File: src/bpa_ram.sv
// Generic simple dual-port RAM: one write port, one read port, registered read data.
// No dependencies.
module bpa_ram #(
  parameter int WIDTH = 8,
  parameter int DEPTH = 16
) (
  input  logic                     clk,
  input  logic                     we,
  input  logic [$clog2(DEPTH)-1:0] waddr,
  input  logic [WIDTH-1:0]         wdata,
  input  logic                     re,
  input  logic [$clog2(DEPTH)-1:0] raddr,
  output logic [WIDTH-1:0]         rdata
);

  logic [WIDTH-1:0] mem [DEPTH];

  // Write port
  always_ff @(posedge clk) begin
    if (we) begin
      mem[waddr] <= wdata;
    end
  end

  // Registered read port
  always_ff @(posedge clk) begin
    if (re) begin
      rdata <= mem[raddr];
    end
  end

endmodule

File: config.mk
export PLATFORM = sky130hd
export DESIGN_NAME = bpa_ram
export DESIGN_NICKNAME = d
export VERILOG_FILES = /design/src/bpa_ram.sv
export SDC_FILE = /design/constraint.sdc
export NUM_CORES = 1
export LEC_CHECK = 0
export BUFFER_PORTS_ARGS = -buffer_cell sky130_fd_sc_hd__buf_2
export CAP_MARGIN = 20
export CELL_PAD_IN_SITES_DETAIL_PLACEMENT = 0
export CELL_PAD_IN_SITES_GLOBAL_PLACEMENT = 1
export CORE_MARGIN = 2
export CORE_UTILIZATION = 48
export DETAILED_ROUTE_END_ITERATION = 8
export GPL_TIMING_DRIVEN = 0
export PLACE_DENSITY = 0.76
export SYNTH_ARGS = -nofsm -noshare
export SYNTH_HDL_FRONTEND = slang
export SYNTH_SLANG_ARGS = --single-unit
File: constraint.sdc
create_clock -name clk -period 1.5 [get_ports clk]
set_input_delay 0.15 -clock clk [delete_from_list [all_inputs] [get_ports clk]]
set_output_delay 0.15 -clock clk [all_outputs]
set_load 0.05 [all_outputs]
Word-level counts from Yosys, hierarchy flattened
Memories as Yosys holds them, arrays and structs flattened. A register that Yosys moved wholly into a read port is not among the register bits.
Cells that the tools add are included.
{ "totals": {"regBits": 0, "mem_bits_rw": 128, "output_inout_bits": 8, "word_cells": 3, "memories": 1} }
{ "classes": {"n_mux": 2} }
{ "mem_list": {"columns": ["name", "depth", "width", "rd", "rd_clocked_by_memory_dff", "wr", "line_no", "text"], "rows": [
  ["mem", 16, 8, 1, 1, 1, "16", "logic [WIDTH-1:0] mem [DEPTH];"]
]} }
{ "ops": {"columns": ["operator", "n"], "rows": [
  ["1-bit two-way mux", 2]
]} }

Depth between registers and ports, before layout
{ "logic_depth": {"word_depth": 2, "depth_mapped": 5} }

Least setup slack after synthesis
No wires, ideal clock.
{ "synth_timing": {"kind": "input to register", "startpoint": "input port waddr[2]", "endpoint": "memory mem[0][0] (enable)", "setup_time_ns": 0.383, "t_arrival_ns": 1.260, "path_slack_ns": -0.143, "stages": 2, "path_buffers": 0, "path_cell_list": "or3b_2 nor3_1"} }
{ "synth_lines": {"columns": ["element", "line_no", "text"], "rows": [
  ["from (decl)", "9", "input logic [$clog2(DEPTH)-1:0] waddr,"],
  ["to (decl)", "16", null]
]} }
No word-level cell before the write port.

==> qor.txt <==
status -> finished clean
vias in the first global route -> 2446
top post-synthesis cells by count -> edfxtp_1 (136), mux4_2 (18), a22oi_1 (16)
first-pass GRT wire length -> 14500 microns
slew margin rel. -> 45.8%
Die X -> 108 microns
fin crit period -> 1490 ps
Port Buffers -> 25
Syn-to-layout area delta -> 19.2%
routed len/inst -> 22.6 microns
post-synthesis sequential area ratio -> 78.1%
CP max stage delay -> 600 ps
CTS tree -> built
critical path arrival -> 1760 ps
total wire length -> 9710 microns
vias -> 2455
Most used DFF post-synth -> edfxtp_1
reg2reg start -> mem[5][1]
top cells by area, synth -> edfxtp_1 (78%), mux4_2 (7.8%), mux4_1 (7.0%)
Buffers & Inverters on Critical Path -> 0
cell accounting for the most synthesized area -> edfxtp_1
Core ar. -> 0.0107 sq mm
count of unique library cells instantiated by Yosys -> 18
worst-path cell chain -> mux4_1, a22oi_2, nand2_1
Crit path max-delay family -> multiplexers
Syn Nets -> 248
clock-pin slew on the worst setup and hold paths -> 60 ps
share of async-settable or async-resettable flops after synthesis -> 0%
setup TNS -> 0 ps
Slew Viols, Final -> 0
Setup CP Type -> reg -> reg
clock buffer count from CTS -> 17
fmax -> 0.671 GHz
CTS max path bufs -> 2
crit share post-route -> 99.3%
Antenna Violating Nets Remaining -> 0
maxcap violations -> 0
share of cells above drive strength 1 -> 32.1%
Leakage Power -> 2.09 nW
Hold Path Sink -> mem[4][4]
RSZ-0062 raised after global routing -> no
total congestion overflow -> 0
number of diodes -> 0
Clock Sink Count -> 136
GPL Wtd Cong -> 0.735
R2R depth -> 3
Final nets -> 296
Post-CTS Setup Bufs -> 0
Worst EP required -> 1770 ps
Global Route Usage Sum -> 18.3%
I/O pins -> 27
clk_lat worst skew -> 520 ps
crit path max-delay cell type -> mux4_1
Root Buffer -> clkbuf_8
initial antenna violation count -> 0
die outline area -> 0.0117 sq mm
r2r setup slk -> 10 ps
largest net degree at the start of global routing -> 17
Post-DP HPWL -> 6030 microns
WHS Path Cells -> 1
Worst Hold Class -> in -> reg
pwr dens -> 1480 mW/mm^2
most frequent cell after synthesis -> edfxtp_1
Util after Layout -> 58.0%
worst vdd ir -> 0.791 mV
number of synthesized flops with an enable pin -> 136
worst slew pin tran -> 811 ps
Remaining DRCs -> 0
FP Rows -> 38
largest fanout on the critical path -> 1
CP startpoint kind -> flip-flop
initial core utilization -> 48.6%
Seq cells post-synth -> 136
Final setup viols -> 0
reg-to-reg critical path endpoint -> rdata[1]
area share of the largest cell type after synthesis -> 78.1%
Mean Syn Cell Area -> 22.8 sq um
Die Y-Extent -> 108 microns
Hold Crit Start -> wdata[4]
drt first pass iters -> 4
Syn Inst Count -> 229
Hold Vio Cnt, Final -> 0
synth warn -> 0
Post-Route Skew -> 6.13 ps
htree depth -> 4
Post-Syn Area -> 0.00523 sq mm
Iter 0 DRT Violations -> 198
Via-to-Cell Ratio -> 5.71
crit path capture type -> flip-flop
registers in the layout, indices dropped and copies added, names as in the netlist:
name,cells
rdata,8
mem,128
power breakdown:
part,internal (mW),switching (mW)
Combinational,0.173,0.301
Sequential,4.28,0.0185
Clock,3.01,1.46
worst register-to-register path: cells and delay by family, from the launching register on:
family | cells | cell delay, ps
simple gates | 1 | 80
flops | 1 | 360
compound gates | 1 | 210
mux | 1 | 600
kinds of logic after synthesis:
family,count (synthesis),share of synthesized area [%]
AO/OA/AOI/OAI,16,2.30
buffers and inverters,10,1.65
multiplexers,32,14.8
flip-flops,136,78.1
AND/OR/NAND/NOR,35,3.14
through the flow:
stage	total power, mW	instance area, sq um	hold WS, ps	setup WS (ps)	cells
final	9.24	6230	39.6	10.5	430
after global routing	9.51	6230	24.2	2.44	430
after CTS	9.29	6230	17.2	12.1	430
after detailed placement	4.85	5560	501	-322	397
after global placement	4.83	5530	484	-458	394
after floorplan	4.66	5230	249	67.6	229
per-layer routing:
metal | part of all wire [%] | track usage [%]
met5 | 0 | 0
met4 | 2.2 | 7.97
met3 | 5.9 | 5.30
met2 | 48 | 27.7
met1 | 44 | 24.9
final cells by class:
cell class,count,area [sq um]
fill,806,4510
sequential,136,4080
multi-input combinational,83,1080
clock buffer,17,414
clock inverter,15,231
tap,140,175
timing repair buffer,29,158
buffer,10,86.3
how the worst max path moves through the flow:
stage | start | end | slack [ps] | depth (start not counted)
after global placement | waddr[2] | mem[8][2] | -460 | 3
after CTS | mem[6][2] | rdata[2] | 10 | 3
after detailed placement | waddr[2] | mem[2][1] | -320 | 3
after global routing | mem[0][7] | rdata[7] | 2 | 3
after floorplan | raddr[0] | rdata[1] | 70 | 5
final | mem[5][1] | rdata[1] | 10 | 3
placed cells by master (no fill, tap or decap):
cell type          n
clkbuf_8           1
nand2_1            9
buf_2             28
a22oi_1           11
buf_6              3
clkinv_2           3
or3b_2             1
nor2_1            13
nor3_1             3
clkbuf_16         16
clkdlybuf4s25_2    3
nand3_1            1
nor2b_1            1
clkinvlp_4         1
buf_4              4
mux4_2            19
and2_1             1
and2b_1            1
mux4_1            13
nand3b_1           2
clkinv_4           2
a22oi_2            5
clkinv_1           3
edfxtp_1         136
bufinv_16          6
nor3_2             1
nand2b_1           2
dlygate4sd3_1      1
timing repair:
item,CTS,global route
setup endpoints to repair,3,3
hold buffers,1,0
gates resized for setup,3,3
endpoints found under the hold margin,8,0
Note: power is estimated with default switching activity, not from simulation.
